File: src/rtl/lra_pkg.sv
`default_nettype none

package lra_pkg;

   localparam int unsigned ADDR_W          = 32;
   localparam int unsigned WAY_FIELD_W     = 2;
   localparam int unsigned SET_OUT_W       = 4;
   localparam int unsigned VICTIM_W        = 2;
   localparam int unsigned AGE_W           = 31;
   localparam int unsigned STAMP_W         = 64;
   localparam int unsigned SET_MAX_W       = 10;
   localparam logic [AGE_W-1:0] AGE_LIMIT  = 31'd2147483646;

   localparam int unsigned NUM_SETS_DEF          = 16;
   localparam int unsigned NUM_WAYS_DEF          = 4;
   localparam int unsigned BLOCK_OFFSET_BITS_DEF = 5;

   typedef enum logic {
      OP_TOUCH = 1'b0,
      OP_QUERY = 1'b1
   } op_type;

   typedef struct packed {
      op_type                 opcode;
      logic [SET_MAX_W-1:0]   set_index;
      logic [WAY_FIELD_W-1:0] way;
   } entry_type;

endpackage

`default_nettype wire

File: src/rtl/lra_front.sv
`default_nettype none

module lra_front #(
   parameter int unsigned NUM_SETS          = lra_pkg::NUM_SETS_DEF,
   parameter int unsigned BLOCK_OFFSET_BITS = lra_pkg::BLOCK_OFFSET_BITS_DEF
) (
   input  wire logic                            clock,
   input  wire logic                            reset,
   input  wire logic                            clear_busy,
   input  wire logic                            req_valid,
   output logic                                 req_ready,
   input  wire logic                            req_opcode,
   input  wire logic [lra_pkg::ADDR_W-1:0]      req_address,
   input  wire logic [lra_pkg::WAY_FIELD_W-1:0] req_way,
   output logic                                 push_valid,
   input  wire logic                            push_ready,
   output lra_pkg::entry_type                   push_entry
);

   localparam int unsigned VAL_W = lra_pkg::ADDR_W - BLOCK_OFFSET_BITS;

   logic [lra_pkg::ADDR_W-1:0] shifted;

   assign shifted = req_address >> BLOCK_OFFSET_BITS;

   if ((NUM_SETS & (NUM_SETS - 1)) == 0) begin : g_mask

      logic               out_valid_ff;
      lra_pkg::entry_type entry_ff;
      lra_pkg::entry_type entry_in;
      logic               take;

      assign req_ready = !clear_busy && (!out_valid_ff || push_ready);
      assign take      = req_valid && req_ready;

      always_comb begin
         entry_in.opcode    = lra_pkg::op_type'(req_opcode);
         entry_in.set_index = lra_pkg::SET_MAX_W'(shifted & lra_pkg::ADDR_W'(NUM_SETS - 1));
         entry_in.way       = req_way;
      end

      always_ff @(posedge clock) begin
         if (take) begin
            entry_ff <= entry_in;
         end
         if (reset) begin
            out_valid_ff <= 1'b0;
         end else if (take) begin
            out_valid_ff <= 1'b1;
         end else if (push_ready) begin
            out_valid_ff <= 1'b0;
         end
      end

      assign push_valid = out_valid_ff;
      assign push_entry = entry_ff;

   end else begin : g_divide

      // A reciprocal multiplication in state F_MUL gives the quotient, and a subtraction in
      // F_SUB gives the remainder from it.
      localparam int unsigned LOG_W  = $clog2(NUM_SETS);
      localparam int unsigned SHIFT  = VAL_W + LOG_W;
      localparam int unsigned RCP_W  = VAL_W + 1;
      localparam int unsigned PROD_W = VAL_W + RCP_W;
      localparam logic [63:0] RECIP_WIDE =
         ((64'd1 << SHIFT) + 64'(NUM_SETS) - 64'd1) / 64'(NUM_SETS);
      localparam logic [RCP_W-1:0] RECIP = RECIP_WIDE[RCP_W-1:0];

      typedef enum logic [1:0] {
         F_IDLE,
         F_MUL,
         F_SUB,
         F_HOLD
      } state_type;

      state_type                         state_ff, state_in;
      logic [VAL_W-1:0]                  value_ff, value_in;
      logic [PROD_W-1:0]                 prod_ff, prod_in;
      logic [VAL_W-1:0]                  rem_ff, rem_in;
      lra_pkg::op_type                   opcode_ff, opcode_in;
      logic [lra_pkg::WAY_FIELD_W-1:0]   way_ff, way_in;
      logic [VAL_W-1:0]                  quotient;

      assign req_ready = (state_ff == F_IDLE) && !clear_busy;
      assign quotient  = VAL_W'(prod_ff >> SHIFT);

      always_comb begin
         state_in  = state_ff;
         value_in  = value_ff;
         prod_in   = prod_ff;
         rem_in    = rem_ff;
         opcode_in = opcode_ff;
         way_in    = way_ff;
         case (state_ff)
            F_IDLE: begin
               if (req_valid && req_ready) begin
                  value_in  = shifted[VAL_W-1:0];
                  opcode_in = lra_pkg::op_type'(req_opcode);
                  way_in    = req_way;
                  state_in  = F_MUL;
               end
            end
            F_MUL: begin
               prod_in  = PROD_W'(value_ff) * PROD_W'(RECIP);
               state_in = F_SUB;
            end
            F_SUB: begin
               rem_in   = value_ff - quotient * VAL_W'(NUM_SETS);
               state_in = F_HOLD;
            end
            F_HOLD: begin
               if (push_ready) begin
                  state_in = F_IDLE;
               end
            end
            default: begin
               state_in = F_IDLE;
            end
         endcase
      end

      always_ff @(posedge clock) begin
         value_ff  <= value_in;
         prod_ff   <= prod_in;
         rem_ff    <= rem_in;
         opcode_ff <= opcode_in;
         way_ff    <= way_in;
         if (reset) begin
            state_ff <= F_IDLE;
         end else begin
            state_ff <= state_in;
         end
      end

      assign push_valid           = (state_ff == F_HOLD);
      assign push_entry.opcode    = opcode_ff;
      assign push_entry.set_index = lra_pkg::SET_MAX_W'(rem_ff);
      assign push_entry.way       = way_ff;

   end

endmodule

`default_nettype wire

File: src/rtl/lra_queue.sv
`default_nettype none

module lra_queue (
   input  wire logic                clock,
   input  wire logic                reset,
   input  wire logic                push_valid,
   output logic                     push_ready,
   input  wire lra_pkg::entry_type  push_entry,
   output logic                     pop_valid,
   input  wire logic                pop_ready,
   output lra_pkg::entry_type       pop_entry
);

   localparam int unsigned DEPTH = 2;

   lra_pkg::entry_type entry_ff [DEPTH];
   logic               wr_ptr_ff;
   logic               rd_ptr_ff;
   logic [1:0]         count_ff;
   logic               push_fire;
   logic               pop_fire;

   assign push_ready = (count_ff != 2'(DEPTH));
   assign pop_valid  = (count_ff != 2'd0);
   assign pop_entry  = entry_ff[rd_ptr_ff];
   assign push_fire  = push_valid && push_ready;
   assign pop_fire   = pop_valid && pop_ready;

   always_ff @(posedge clock) begin
      if (push_fire) begin
         entry_ff[wr_ptr_ff] <= push_entry;
      end
      if (reset) begin
         wr_ptr_ff <= 1'b0;
         rd_ptr_ff <= 1'b0;
         count_ff  <= 2'd0;
      end else begin
         if (push_fire) begin
            wr_ptr_ff <= !wr_ptr_ff;
         end
         if (pop_fire) begin
            rd_ptr_ff <= !rd_ptr_ff;
         end
         if (push_fire && !pop_fire) begin
            count_ff <= count_ff + 2'd1;
         end else if (pop_fire && !push_fire) begin
            count_ff <= count_ff - 2'd1;
         end
      end
   end

endmodule

`default_nettype wire

File: src/rtl/lra_back.sv
`default_nettype none

module lra_back #(
   parameter int unsigned NUM_SETS = lra_pkg::NUM_SETS_DEF,
   parameter int unsigned NUM_WAYS = lra_pkg::NUM_WAYS_DEF
) (
   input  wire logic                          clock,
   input  wire logic                          reset,
   output logic                               clear_busy,
   input  wire logic                          pop_valid,
   output logic                               pop_ready,
   input  wire lra_pkg::entry_type            pop_entry,
   output logic                               rsp_valid,
   input  wire logic                          rsp_ready,
   output logic [lra_pkg::SET_OUT_W-1:0]      rsp_set_index,
   output logic [lra_pkg::VICTIM_W-1:0]       rsp_victim_way
);

   localparam int unsigned SET_W   = (NUM_SETS > 1) ? $clog2(NUM_SETS) : 1;
   localparam int unsigned WAY_W   = (NUM_WAYS > 1) ? $clog2(NUM_WAYS) : 1;
   localparam int unsigned CNT_W   = $clog2(NUM_WAYS + 1);
   localparam int unsigned AGE_W   = lra_pkg::AGE_W;
   localparam int unsigned STAMP_W = lra_pkg::STAMP_W;

   typedef enum logic [1:0] {
      ST_CLEAR,
      ST_IDLE,
      ST_SCAN,
      ST_FINISH
   } state_type;

   // Each entry holds the touch count at which that way was last used; its age is the
   // distance to the current touch count, saturated.
   logic [STAMP_W-1:0] stamp_mem [NUM_SETS][NUM_WAYS];
   logic [STAMP_W-1:0] rd_data_ff;

   state_type                       state_ff, state_in;
   logic [SET_W-1:0]                clr_set_ff, clr_set_in;
   logic [WAY_W-1:0]                clr_way_ff, clr_way_in;
   logic [STAMP_W-1:0]              now_ff, now_in;
   logic [SET_W-1:0]                set_ff, set_in;
   logic [CNT_W-1:0]                rd_cnt_ff, rd_cnt_in;
   logic                            rd_v_ff, rd_v_in;
   logic [WAY_W-1:0]                rd_way_ff, rd_way_in;
   logic                            age_v_ff, age_v_in;
   logic [WAY_W-1:0]                age_way_ff, age_way_in;
   logic [AGE_W-1:0]                age_ff, age_in;
   logic [AGE_W-1:0]                best_age_ff, best_age_in;
   logic [WAY_W-1:0]                best_way_ff, best_way_in;
   logic                            rsp_valid_ff, rsp_valid_in;
   logic [lra_pkg::SET_OUT_W-1:0]   rsp_set_ff, rsp_set_in;
   logic [lra_pkg::VICTIM_W-1:0]    rsp_victim_ff, rsp_victim_in;

   logic                            slot_free;
   logic                            pop_fire;
   logic                            way_ok;
   logic                            mem_we;
   logic [SET_W-1:0]                wr_set;
   logic [WAY_W-1:0]                wr_way;
   logic [STAMP_W-1:0]              wr_data;
   logic [STAMP_W-1:0]              diff;

   assign slot_free  = !rsp_valid_ff || rsp_ready;
   assign pop_ready  = (state_ff == ST_IDLE) && slot_free;
   assign pop_fire   = pop_valid && pop_ready;
   assign way_ok     = (32'(pop_entry.way) < NUM_WAYS);
   assign clear_busy = (state_ff == ST_CLEAR);
   assign diff       = now_ff - rd_data_ff;

   always_comb begin
      if (diff >= STAMP_W'(lra_pkg::AGE_LIMIT)) begin
         age_in = lra_pkg::AGE_LIMIT;
      end else begin
         age_in = AGE_W'(diff);
      end
   end

   always_comb begin
      mem_we  = 1'b0;
      wr_set  = clr_set_ff;
      wr_way  = clr_way_ff;
      wr_data = '0;
      case (state_ff)
         ST_CLEAR: begin
            mem_we = 1'b1;
         end
         ST_IDLE: begin
            if (pop_fire && (pop_entry.opcode == lra_pkg::OP_TOUCH) && way_ok) begin
               mem_we  = 1'b1;
               wr_set  = SET_W'(pop_entry.set_index);
               wr_way  = WAY_W'(pop_entry.way);
               wr_data = now_ff + 1'b1;
            end
         end
         default: begin
            mem_we = 1'b0;
         end
      endcase
   end

   always_ff @(posedge clock) begin
      if (mem_we) begin
         stamp_mem[wr_set][wr_way] <= wr_data;
      end
      rd_data_ff <= stamp_mem[set_ff][rd_cnt_ff[WAY_W-1:0]];
   end

   always_comb begin
      state_in      = state_ff;
      clr_set_in    = clr_set_ff;
      clr_way_in    = clr_way_ff;
      now_in        = now_ff;
      set_in        = set_ff;
      rd_cnt_in     = rd_cnt_ff;
      rd_v_in       = 1'b0;
      rd_way_in     = rd_way_ff;
      age_v_in      = 1'b0;
      age_way_in    = rd_way_ff;
      best_age_in   = best_age_ff;
      best_way_in   = best_way_ff;
      rsp_valid_in  = rsp_valid_ff && !rsp_ready;
      rsp_set_in    = rsp_set_ff;
      rsp_victim_in = rsp_victim_ff;
      case (state_ff)
         ST_CLEAR: begin
            if (clr_way_ff == WAY_W'(NUM_WAYS - 1)) begin
               clr_way_in = '0;
               clr_set_in = clr_set_ff + 1'b1;
               if (clr_set_ff == SET_W'(NUM_SETS - 1)) begin
                  state_in = ST_IDLE;
               end
            end else begin
               clr_way_in = clr_way_ff + 1'b1;
            end
         end
         ST_IDLE: begin
            if (pop_fire) begin
               if (pop_entry.opcode == lra_pkg::OP_TOUCH) begin
                  now_in        = now_ff + 1'b1;
                  rsp_valid_in  = 1'b1;
                  rsp_set_in    = lra_pkg::SET_OUT_W'(pop_entry.set_index);
                  rsp_victim_in = '0;
               end else begin
                  set_in      = SET_W'(pop_entry.set_index);
                  rd_cnt_in   = '0;
                  best_age_in = '0;
                  best_way_in = '0;
                  state_in    = ST_SCAN;
               end
            end
         end
         ST_SCAN: begin
            if (rd_cnt_ff < CNT_W'(NUM_WAYS)) begin
               rd_v_in   = 1'b1;
               rd_way_in = rd_cnt_ff[WAY_W-1:0];
               rd_cnt_in = rd_cnt_ff + 1'b1;
            end
            age_v_in = rd_v_ff;
            if (age_v_ff) begin
               if (age_ff > best_age_ff) begin
                  best_age_in = age_ff;
                  best_way_in = age_way_ff;
               end
               if (age_way_ff == WAY_W'(NUM_WAYS - 1)) begin
                  state_in = ST_FINISH;
               end
            end
         end
         ST_FINISH: begin
            if (slot_free) begin
               rsp_valid_in  = 1'b1;
               rsp_set_in    = lra_pkg::SET_OUT_W'(set_ff);
               rsp_victim_in = lra_pkg::VICTIM_W'(best_way_ff);
               state_in      = ST_IDLE;
            end
         end
         default: begin
            state_in = ST_IDLE;
         end
      endcase
   end

   always_ff @(posedge clock) begin
      set_ff        <= set_in;
      rd_way_ff     <= rd_way_in;
      age_way_ff    <= age_way_in;
      age_ff        <= age_in;
      best_age_ff   <= best_age_in;
      best_way_ff   <= best_way_in;
      rsp_set_ff    <= rsp_set_in;
      rsp_victim_ff <= rsp_victim_in;
      if (reset) begin
         state_ff     <= ST_CLEAR;
         clr_set_ff   <= '0;
         clr_way_ff   <= '0;
         now_ff       <= '0;
         rd_cnt_ff    <= '0;
         rd_v_ff      <= 1'b0;
         age_v_ff     <= 1'b0;
         rsp_valid_ff <= 1'b0;
      end else begin
         state_ff     <= state_in;
         clr_set_ff   <= clr_set_in;
         clr_way_ff   <= clr_way_in;
         now_ff       <= now_in;
         rd_cnt_ff    <= rd_cnt_in;
         rd_v_ff      <= rd_v_in;
         age_v_ff     <= age_v_in;
         rsp_valid_ff <= rsp_valid_in;
      end
   end

   assign rsp_valid      = rsp_valid_ff;
   assign rsp_set_index  = rsp_set_ff;
   assign rsp_victim_way = rsp_victim_ff;

endmodule

`default_nettype wire

File: src/rtl/lru_age_replacement.sv
// Age-based LRU replacement policy for a set-associative cache.
// Request channel (req_): opcode 0 marks a way of the set as used, opcode 1 asks for the
// victim way of the set; the set comes from the address bits above the block offset.
// Response channel (rsp_): one beat for every request beat, in order, carrying the set
// index and, for a query, the way of the set with the largest age (lowest way on a tie).
// The front stage derives the set index: with a registered mask for a power-of-two set
// count, and otherwise through the states F_MUL and F_SUB, where a reciprocal
// multiplication and a subtraction give the remainder. A two-entry queue separates it
// from the back end, which holds the ages. The back end handles a touch in ST_IDLE, so
// with a power-of-two set count touches stream at one beat per cycle while the receiver
// takes them. A query scans the set one way per cycle through the single read port of
// the age store, and the back end takes no other entry until ST_FINISH answers it.
// After reset the back end clears all NUM_SETS * NUM_WAYS entries (64 by default) of the
// age store, one entry per cycle; req_ready stays low during that pass.
// When the receiver stalls, the response register holds its beat, the back end stops
// and the queue and front stage fill before req_ready drops.
`default_nettype none

module lru_age_replacement #(
   parameter int unsigned NUM_SETS          = lra_pkg::NUM_SETS_DEF,
   parameter int unsigned NUM_WAYS          = lra_pkg::NUM_WAYS_DEF,
   parameter int unsigned BLOCK_OFFSET_BITS = lra_pkg::BLOCK_OFFSET_BITS_DEF
) (
   input  wire logic                            clock,
   input  wire logic                            reset,
   input  wire logic                            req_valid,
   output logic                                 req_ready,
   input  wire logic                            req_opcode,
   input  wire logic [lra_pkg::ADDR_W-1:0]      req_address,
   input  wire logic [lra_pkg::WAY_FIELD_W-1:0] req_way,
   output logic                                 rsp_valid,
   input  wire logic                            rsp_ready,
   output logic [lra_pkg::SET_OUT_W-1:0]        rsp_set_index,
   output logic [lra_pkg::VICTIM_W-1:0]         rsp_victim_way
);

   logic               clear_busy;
   logic               push_valid;
   logic               push_ready;
   lra_pkg::entry_type push_entry;
   logic               pop_valid;
   logic               pop_ready;
   lra_pkg::entry_type pop_entry;

   lra_front #(
      .NUM_SETS          (NUM_SETS),
      .BLOCK_OFFSET_BITS (BLOCK_OFFSET_BITS)
   ) u_front (
      .clock       (clock),
      .reset       (reset),
      .clear_busy  (clear_busy),
      .req_valid   (req_valid),
      .req_ready   (req_ready),
      .req_opcode  (req_opcode),
      .req_address (req_address),
      .req_way     (req_way),
      .push_valid  (push_valid),
      .push_ready  (push_ready),
      .push_entry  (push_entry)
   );

   lra_queue u_queue (
      .clock      (clock),
      .reset      (reset),
      .push_valid (push_valid),
      .push_ready (push_ready),
      .push_entry (push_entry),
      .pop_valid  (pop_valid),
      .pop_ready  (pop_ready),
      .pop_entry  (pop_entry)
   );

   lra_back #(
      .NUM_SETS (NUM_SETS),
      .NUM_WAYS (NUM_WAYS)
   ) u_back (
      .clock          (clock),
      .reset          (reset),
      .clear_busy     (clear_busy),
      .pop_valid      (pop_valid),
      .pop_ready      (pop_ready),
      .pop_entry      (pop_entry),
      .rsp_valid      (rsp_valid),
      .rsp_ready      (rsp_ready),
      .rsp_set_index  (rsp_set_index),
      .rsp_victim_way (rsp_victim_way)
   );

endmodule

`default_nettype wire

File: config.mk
export PLATFORM = sky130hd
export DESIGN_NAME = lru_age_replacement
export DESIGN_NICKNAME = d
export VERILOG_FILES = /design/src/rtl/lra_pkg.sv /design/src/rtl/lra_front.sv /design/src/rtl/lra_queue.sv /design/src/rtl/lra_back.sv /design/src/rtl/lru_age_replacement.sv
export SDC_FILE = /design/constraint.sdc
export NUM_CORES = 2
export LEC_CHECK = 0
export ABC_CLOCK_PERIOD_IN_PS = 5200
export BUFFER_PORTS_ARGS = -buffer_cell sky130_fd_sc_hd__buf_2
export CORE_MARGIN = 2
export CORE_UTILIZATION = 48
export CTS_CLUSTER_SIZE = 24
export DETAILED_ROUTE_END_ITERATION = 12
export PLACE_DENSITY = 0.77
export SETUP_SLACK_MARGIN = 0.4
export SKIP_LAST_GASP = 1
export SLEW_MARGIN = 20
export SYNTH_ARGS = -nofsm -noshare
export SYNTH_HDL_FRONTEND = slang
export SYNTH_MEMORY_MAX_BITS = 65536
export SYNTH_SLANG_ARGS = --single-unit
File: constraint.sdc
create_clock -name clock -period 5.2 [get_ports clock]
set_input_delay 0.26 -clock clock [delete_from_list [all_inputs] [get_ports clock]]
set_output_delay 0.26 -clock clock [all_outputs]
set_load 0.005 [all_outputs]
# Yosys cells after proc, flatten, opt, wreduce, memory -nomap -nowiden
# Memories as Yosys holds them, arrays and structs flattened. A register that Yosys moved wholly into a read port is not among the register bits.
# Index checks and enable logic that the tools add are counted.
dict set report totals {
  mem_bits_rw 4110
  inputBits 39
  mem_count 2
  reg_bits 232
  out_inout_bits 8
  word_cells 155
}
dict set report classes {
  bitwise_logic 4
  n_eq_ne 17
  muxes 60
  n_reduce_logical 35
  n_addsub 7
  order_cmp 6
}
# memory words width read_ports rd_ports_with_merged_regs wr line
set memory_table {}
lappend memory_table {u_back.stamp_mem 16 256 1 1 1 lra_back.sv:34} ;# logic [STAMP_W-1:0] stamp_mem [NUM_SETS][NUM_WAYS];
lappend memory_table {u_queue.entry_ff 2 7 1 1 1 lra_queue.sv:16} ;# lra_pkg::entry_type entry_ff [DEPTH];
# op count
set op_table {}
lappend op_table {{two-way mux 64 bit} 5}
lappend op_table {{two-way mux 256 bit} 1}
lappend op_table {{binary-select mux 64 bit (select 2 bit)} 1}
lappend op_table {{demux 64 bit (select 2 bit)} 1}
lappend op_table {{two-way mux 31 bit} 4}
lappend op_table {{adder 64 x 1 -> 64 bit (second input constant)} 1}
lappend op_table {{>= comparator 64 x 31 -> 1 bit (second input constant)} 1}
lappend op_table {{subtractor 64 bit} 1}
lappend op_table {{case mux 31 bit (2 select lines)} 1}
lappend op_table {{two-way mux 2 bit} 19}
lappend op_table {{greater-than comparator 31 bit} 1}
lappend op_table {{two-way mux 4 bit} 6}
lappend op_table {{inequality test 2 x 1 -> 1 bit (second input constant)} 9}
lappend op_table {{two-way mux 1 bit} 12}
lappend op_table {{logical AND 1 bit} 10}
lappend op_table {{nonzero test 2 bit} 5}
lappend op_table {{two-way mux 3 bit} 3}
lappend op_table {{equality test 2 bit (second input constant)} 4}
lappend op_table {{zero test 1 bit} 8}
lappend op_table {{case mux 2 bit (2 select lines)} 2}
lappend op_table {{case mux 2 bit (4 select lines)} 1}
lappend op_table {{case mux 4 bit (2 select lines)} 1}
lappend op_table {{AND reduction 4 bit} 2}
lappend op_table {{AND reduction 7 bit} 1}
lappend op_table {{other kinds (20)} 29}

# Longest topological paths before layout
dict set report depth {
  ltp_word 13
  ltp_mapped 17
  ltp_nobuf 15
}

# Modules after synthesis
# A second synthesis with hierarchy kept.
dict set report hier_totals {
  hier_cells 7761
  hier_area_um2 171136.6
}
# module cells_each n_inst seq_area_each_um2 area_each_um2
set by_module_without_submodules {}
lappend by_module_without_submodules {lra_back 7676 1 127932.7 169665.2}
lappend by_module_without_submodules {lra_queue 64 1 880.8 1154.9}
lappend by_module_without_submodules {lra_front 21 1 230.2 316.6}

# Worst setup path before layout
# No wires, ideal clock.
dict set report synth_timing {
  path_kind {register -> register}
  from {register (tool-made name)}
  to {memory u_back.stamp_mem[12][100] (netlist bit) (enable)}
  setup_slack_ns -0.045
  path_buffers 3
  required_ns 4.713
  arrival_ns 4.759
  stages_incl_launch_ff 10
  cell_sequence {dfxtp_1 -> clkbuf_1 -> mux2i_1 -> and3_1 -> clkbuf_1 -> clkbuf_1 -> nand3_1 -> o31ai_1 -> nand2_1 -> nor2_1}
}
# item line
set synth_lines {}
lappend synth_lines {{end, declared} lra_back.sv:34}

# Worst setup path after layout
dict set report layout_timing {
  from {register u_back.now_ff[1]}
  to {register u_back.age_ff[24]}
}
dict set report layout_via {
  elab_chain_len 2
}
# item line
set layout_lines {}
lappend layout_lines {{start, declared} lra_back.sv:40} ;# logic [STAMP_W-1:0] now_ff, now_in;
lappend layout_lines {{start signal, assigned} lra_back.sv:205} ;# now_ff <= now_in;
lappend layout_lines {{subtractor 64 bit *} lra_back.sv:68} ;# assign diff = now_ff - rd_data_ff;
lappend layout_lines {{>= comparator 64 x 31 -> 1 bit} lra_back.sv:71} ;# if (diff >= STAMP_W'(lra_pkg::AGE_LIMIT)) begin
lappend layout_lines {{end signal, assigned} lra_back.sv:187} ;# age_ff <= age_in;
lappend layout_lines {{end, declared} lra_back.sv:47} ;# logic [AGE_W-1:0] age_ff, age_in;
# Every way passes the cells marked *; elsewhere a longest branch is shown, timed or not.
# A chain may end at the register's enable or synchronous reset.

==> flow_metrics.tcl <==
set metrics [dict create \
    drive_gt1_share_pct 30.2 \
    clkTransAtPathRegs_ns 0.06 \
    ys_seq_area_share_pct 75.5 \
    crit_chain "ha_1 > nor2b_1 > o2111ai_1 > a211oi_1 > o311ai_1 > nand3_1 > a21oi_2 > mux2i_1 > a21oi_1 > a2111o_1 > nor4_4 > buf_4 > nand2_2" \
    dpl.cell_count 12382 \
    num-nets-final 8250 \
    synth_area_leaders "edfxtp_1 (73%), mux4_2 (18%), dfxtp_1 (2.2%)" \
    crit_required_ns 5.98 \
    finalHoldViolations 0 \
    wirelength_mm 523 \
    yosys.cell_types.count 95 \
    grt_pass1_vias 89759 \
    slowest_delay_ns 0.53 \
    ir_drop_mv 0.330 \
    synth_area_mm2 0.170 \
    stdcell_count 13200 \
    cp_max_fo 21 \
    die_area_mm2 0.360 \
    rsz0062_at_grt "no" \
    clkLatencyLatePin_ns 0.97 \
    period_needed_ns 4.47 \
    ys_ff_latch 4347 \
    wl_per_cell_um 39.6 \
    grt_first_pass_wirelength_mm 712 \
    cts_tree "done" \
    vias 91035 \
    remaining_drc_errors 0 \
    hpwlAfterDp_mm 255 \
    worst-path-buf-inv 1 \
    powerDensity_mw_per_mm2 380 \
    tightest_slew_ns 1.25 \
    dr.pass1.iters 6 \
    syn_to_final_growth_pct 14.3 \
    leakage_nw 68.0 \
    crit_family "compound AO/OA/AOI/OAI gates" \
    io_pins 47 \
    cp-start-kind "flip-flop" \
    fin_crit_sh_pct 86.0 \
    rows 218 \
    run_status "complete, no violations" \
    cts_buffers 408 \
    ys.flop_type "edfxtp_1" \
    finalSetupTns_ns 0 \
    grt_max_degree 96 \
    crit_arrival_ns 5.25 \
    viasPerCell 6.90 \
    root_buffer "clkbuf_16" \
    synth_edf_count 4162 \
    fp.dieW_um 600 \
    clock_skew_ns 0.0967 \
    crit_path_top_delay_cell "dfxtp_1" \
    cts_buffer_depth 4 \
    antenna_found_initial 36 \
    hp-class "in2reg" \
    drt_iter0_markers 16067 \
    clock_sinks 4347 \
    gp_congestion 0.893 \
    gr-usage-all-layers_pct 28.5 \
    dieHeight_um 600 \
    endpoint_kind "flip-flop" \
    yosysWarnings 0 \
    slew_viol_final 0 \
    syn-instance-count 7697 \
    port_buffers 18 \
    nFillCells 24609 \
    cap_violations 0 \
    total_power_mw 73.9 \
    globalRouteOverflowTotal 0 \
    syn_nets 7841 \
    slew_headroom_pct 16.5 \
    h-tree-depth 5 \
    core_region_area_mm2 0.353 \
    setup_viol_count_final 0 \
    final_antenna_net_count 0 \
    critPathKind "reg2reg" \
    final_util_pct 55.2 \
    async_reset_ff_share_pct 0 \
    fmax_ghz 0.224 \
    netlist.top_cell.by_area "edfxtp_1" \
    initial_core_util_pct 48.3 \
    synth_area_per_cell_um2 22.1 \
    synth_top_cell_area_share_pct 73.4 \
]
registers in the layout, indices dropped and copies added (netlist names), 3 cells and up, named ones only:
signal and flops:
u_back.rd_cnt_ff 3, u_front.push_entry 7, u_back.clr_set_ff 4, u_queue.entry_ff 14, u_back.set_ff 4, u_back.stamp_mem 4096
u_back.best_age_ff 31, u_back.rd_data_ff 64, u_back.rsp_set_index 4, u_back.now_ff 64, u_back.age_ff 31
synthesized netlist by cell type (7+ instances only):
cell      count
buf_2        19
buf_6         9
mux2_2        7
a22oi_1       8
nand2b_1      9
ha_1        104
xnor2_1      49
nand2b_2     12
nand2_1     188
nor3b_1       7
mux2i_1      15
mux4_2     1344
and2_1       42
nor2_1      240
and3_1       22
nor3_1       32
a21o_1       18
nand4_1      61
nand2_2       8
o31ai_1      14
dfxtp_1     185
and4_1       13
o21ai_1       9
buf_1        69
or3_1        42
inv_1       133
edfxtp_1   4162
nor2b_1      11
xor2_1       85
nor4_1       18
a21oi_1     148
clkbuf_1    293
a211oi_1     12
o21a_1       13
o21ai_0      94
o211ai_1      8
a31oi_1      10
nand3b_1      8
nand3_1      66
what timing repair did:
| item | CTS | global route |
|---|---|---|
| endpoints found under the hold margin | 24 | 0 |
| hold buffers | 10 | 0 |
| buffers inserted | 0 | 0 |
| resized for setup | 0 | 1 |
| setup endpoints to repair | 0 | 13 |
report_power, final:
group,internal (mW),leakage [nW],switching (mW)
sequential,38.9,46.3,0.380
combinational,1.36,15.2,2.69
clock,17.1,6.56,13.5
total,57.3,68.0,16.6
area by class of cell:
class / instances / area (um^2) / share of cell area (%)
well taps: 4730 / 5920 / 3.04
repair buffers: 391 / 5380 / 2.76
inverters: 133 / 499 / 0.256
clock inverters: 249 / 2440 / 1.25
multi-input cells: 2825 / 40700 / 20.9
diodes: 21 / 52.6 / 0.0270
flip-flops and latches: 4347 / 129000 / 66.1
clock buffers: 504 / 11000 / 5.65
cell families after synthesis:
logic type	after synthesis	share of synthesized area, %
flops	4347	75.5
mux	1366	17.9
simple gates	810	2.38
buf+inv	525	1.21
compound gates	410	1.51
xor+xnor	134	0.689
fa+ha+maj	105	0.776
cell usage in the layout, fill, tap and decap left out, types with 21 or more instances in the layout:
| cell | count |
|---|---|
| bufinv_16 | 40 |
| dfxtp_1 | 179 |
| ha_1 | 104 |
| clkbuf_16 | 423 |
| clkinv_2 | 83 |
| xor2_1 | 83 |
| clkinv_1 | 64 |
| o21ai_0 | 94 |
| xnor2_1 | 48 |
| mux4_2 | 1344 |
| a21oi_1 | 135 |
| nand2_1 | 188 |
| nand3_1 | 65 |
| buf_12 | 172 |
| and3_1 | 22 |
| clkbuf_1 | 70 |
| inv_1 | 133 |
| nor2_1 | 125 |
| nor2_4 | 115 |
| diode_2 | 21 |
| or3_1 | 42 |
| edfxtp_1 | 4162 |
| nand4_1 | 61 |
| nor3_1 | 32 |
| clkinvlp_4 | 26 |
| and2_1 | 42 |
| buf_4 | 176 |
through the flow:
stage | area, um^2 | setup WS, ns | hold WS [ns]
detailed placement | 180000 | 0.763 | 0.333
finish | 195000 | 0.728 | 0.112
global placement | 180000 | 0.786 | 0.326
global route | 195000 | 0.456 | 0.100
CTS | 194000 | 0.709 | 0.0691
floorplan | 170000 | -0.0452 | 0.323
routing by layer:
metal	GRT usage (%)	vias to the layer above	part of all wire [%]
met5	0	-	0.047
met4	15.1	38	6.8
met3	8.54	1948	14
met2	45.5	8769	47
met1	35.2	46993	32
li1	-	33287	-
path summary, 6_finish.rpt:
path | slack (ns) | end | start | depth (start not counted)
setup / recovery | 0.73 | u_back.age_ff[24]$_SDFF_PP1_ | u_back.now_ff[1]$_SDFFE_PP0P_ | 13
hold / removal | 0.11 | u_front.push_entry[4]$_DFFE_PP_ | req_address[7] | 2
setup reg to reg | 0.73 | u_back.age_ff[24]$_SDFF_PP1_ | u_back.now_ff[1]$_SDFFE_PP0P_ | 13
hold reg to reg | 0.35 | u_back.age_way_ff[1]$_DFF_P_ | u_back.age_way_in[1]$_DFFE_PP_ | 0
No activity file was read; power rests on OpenSTA's default activity.
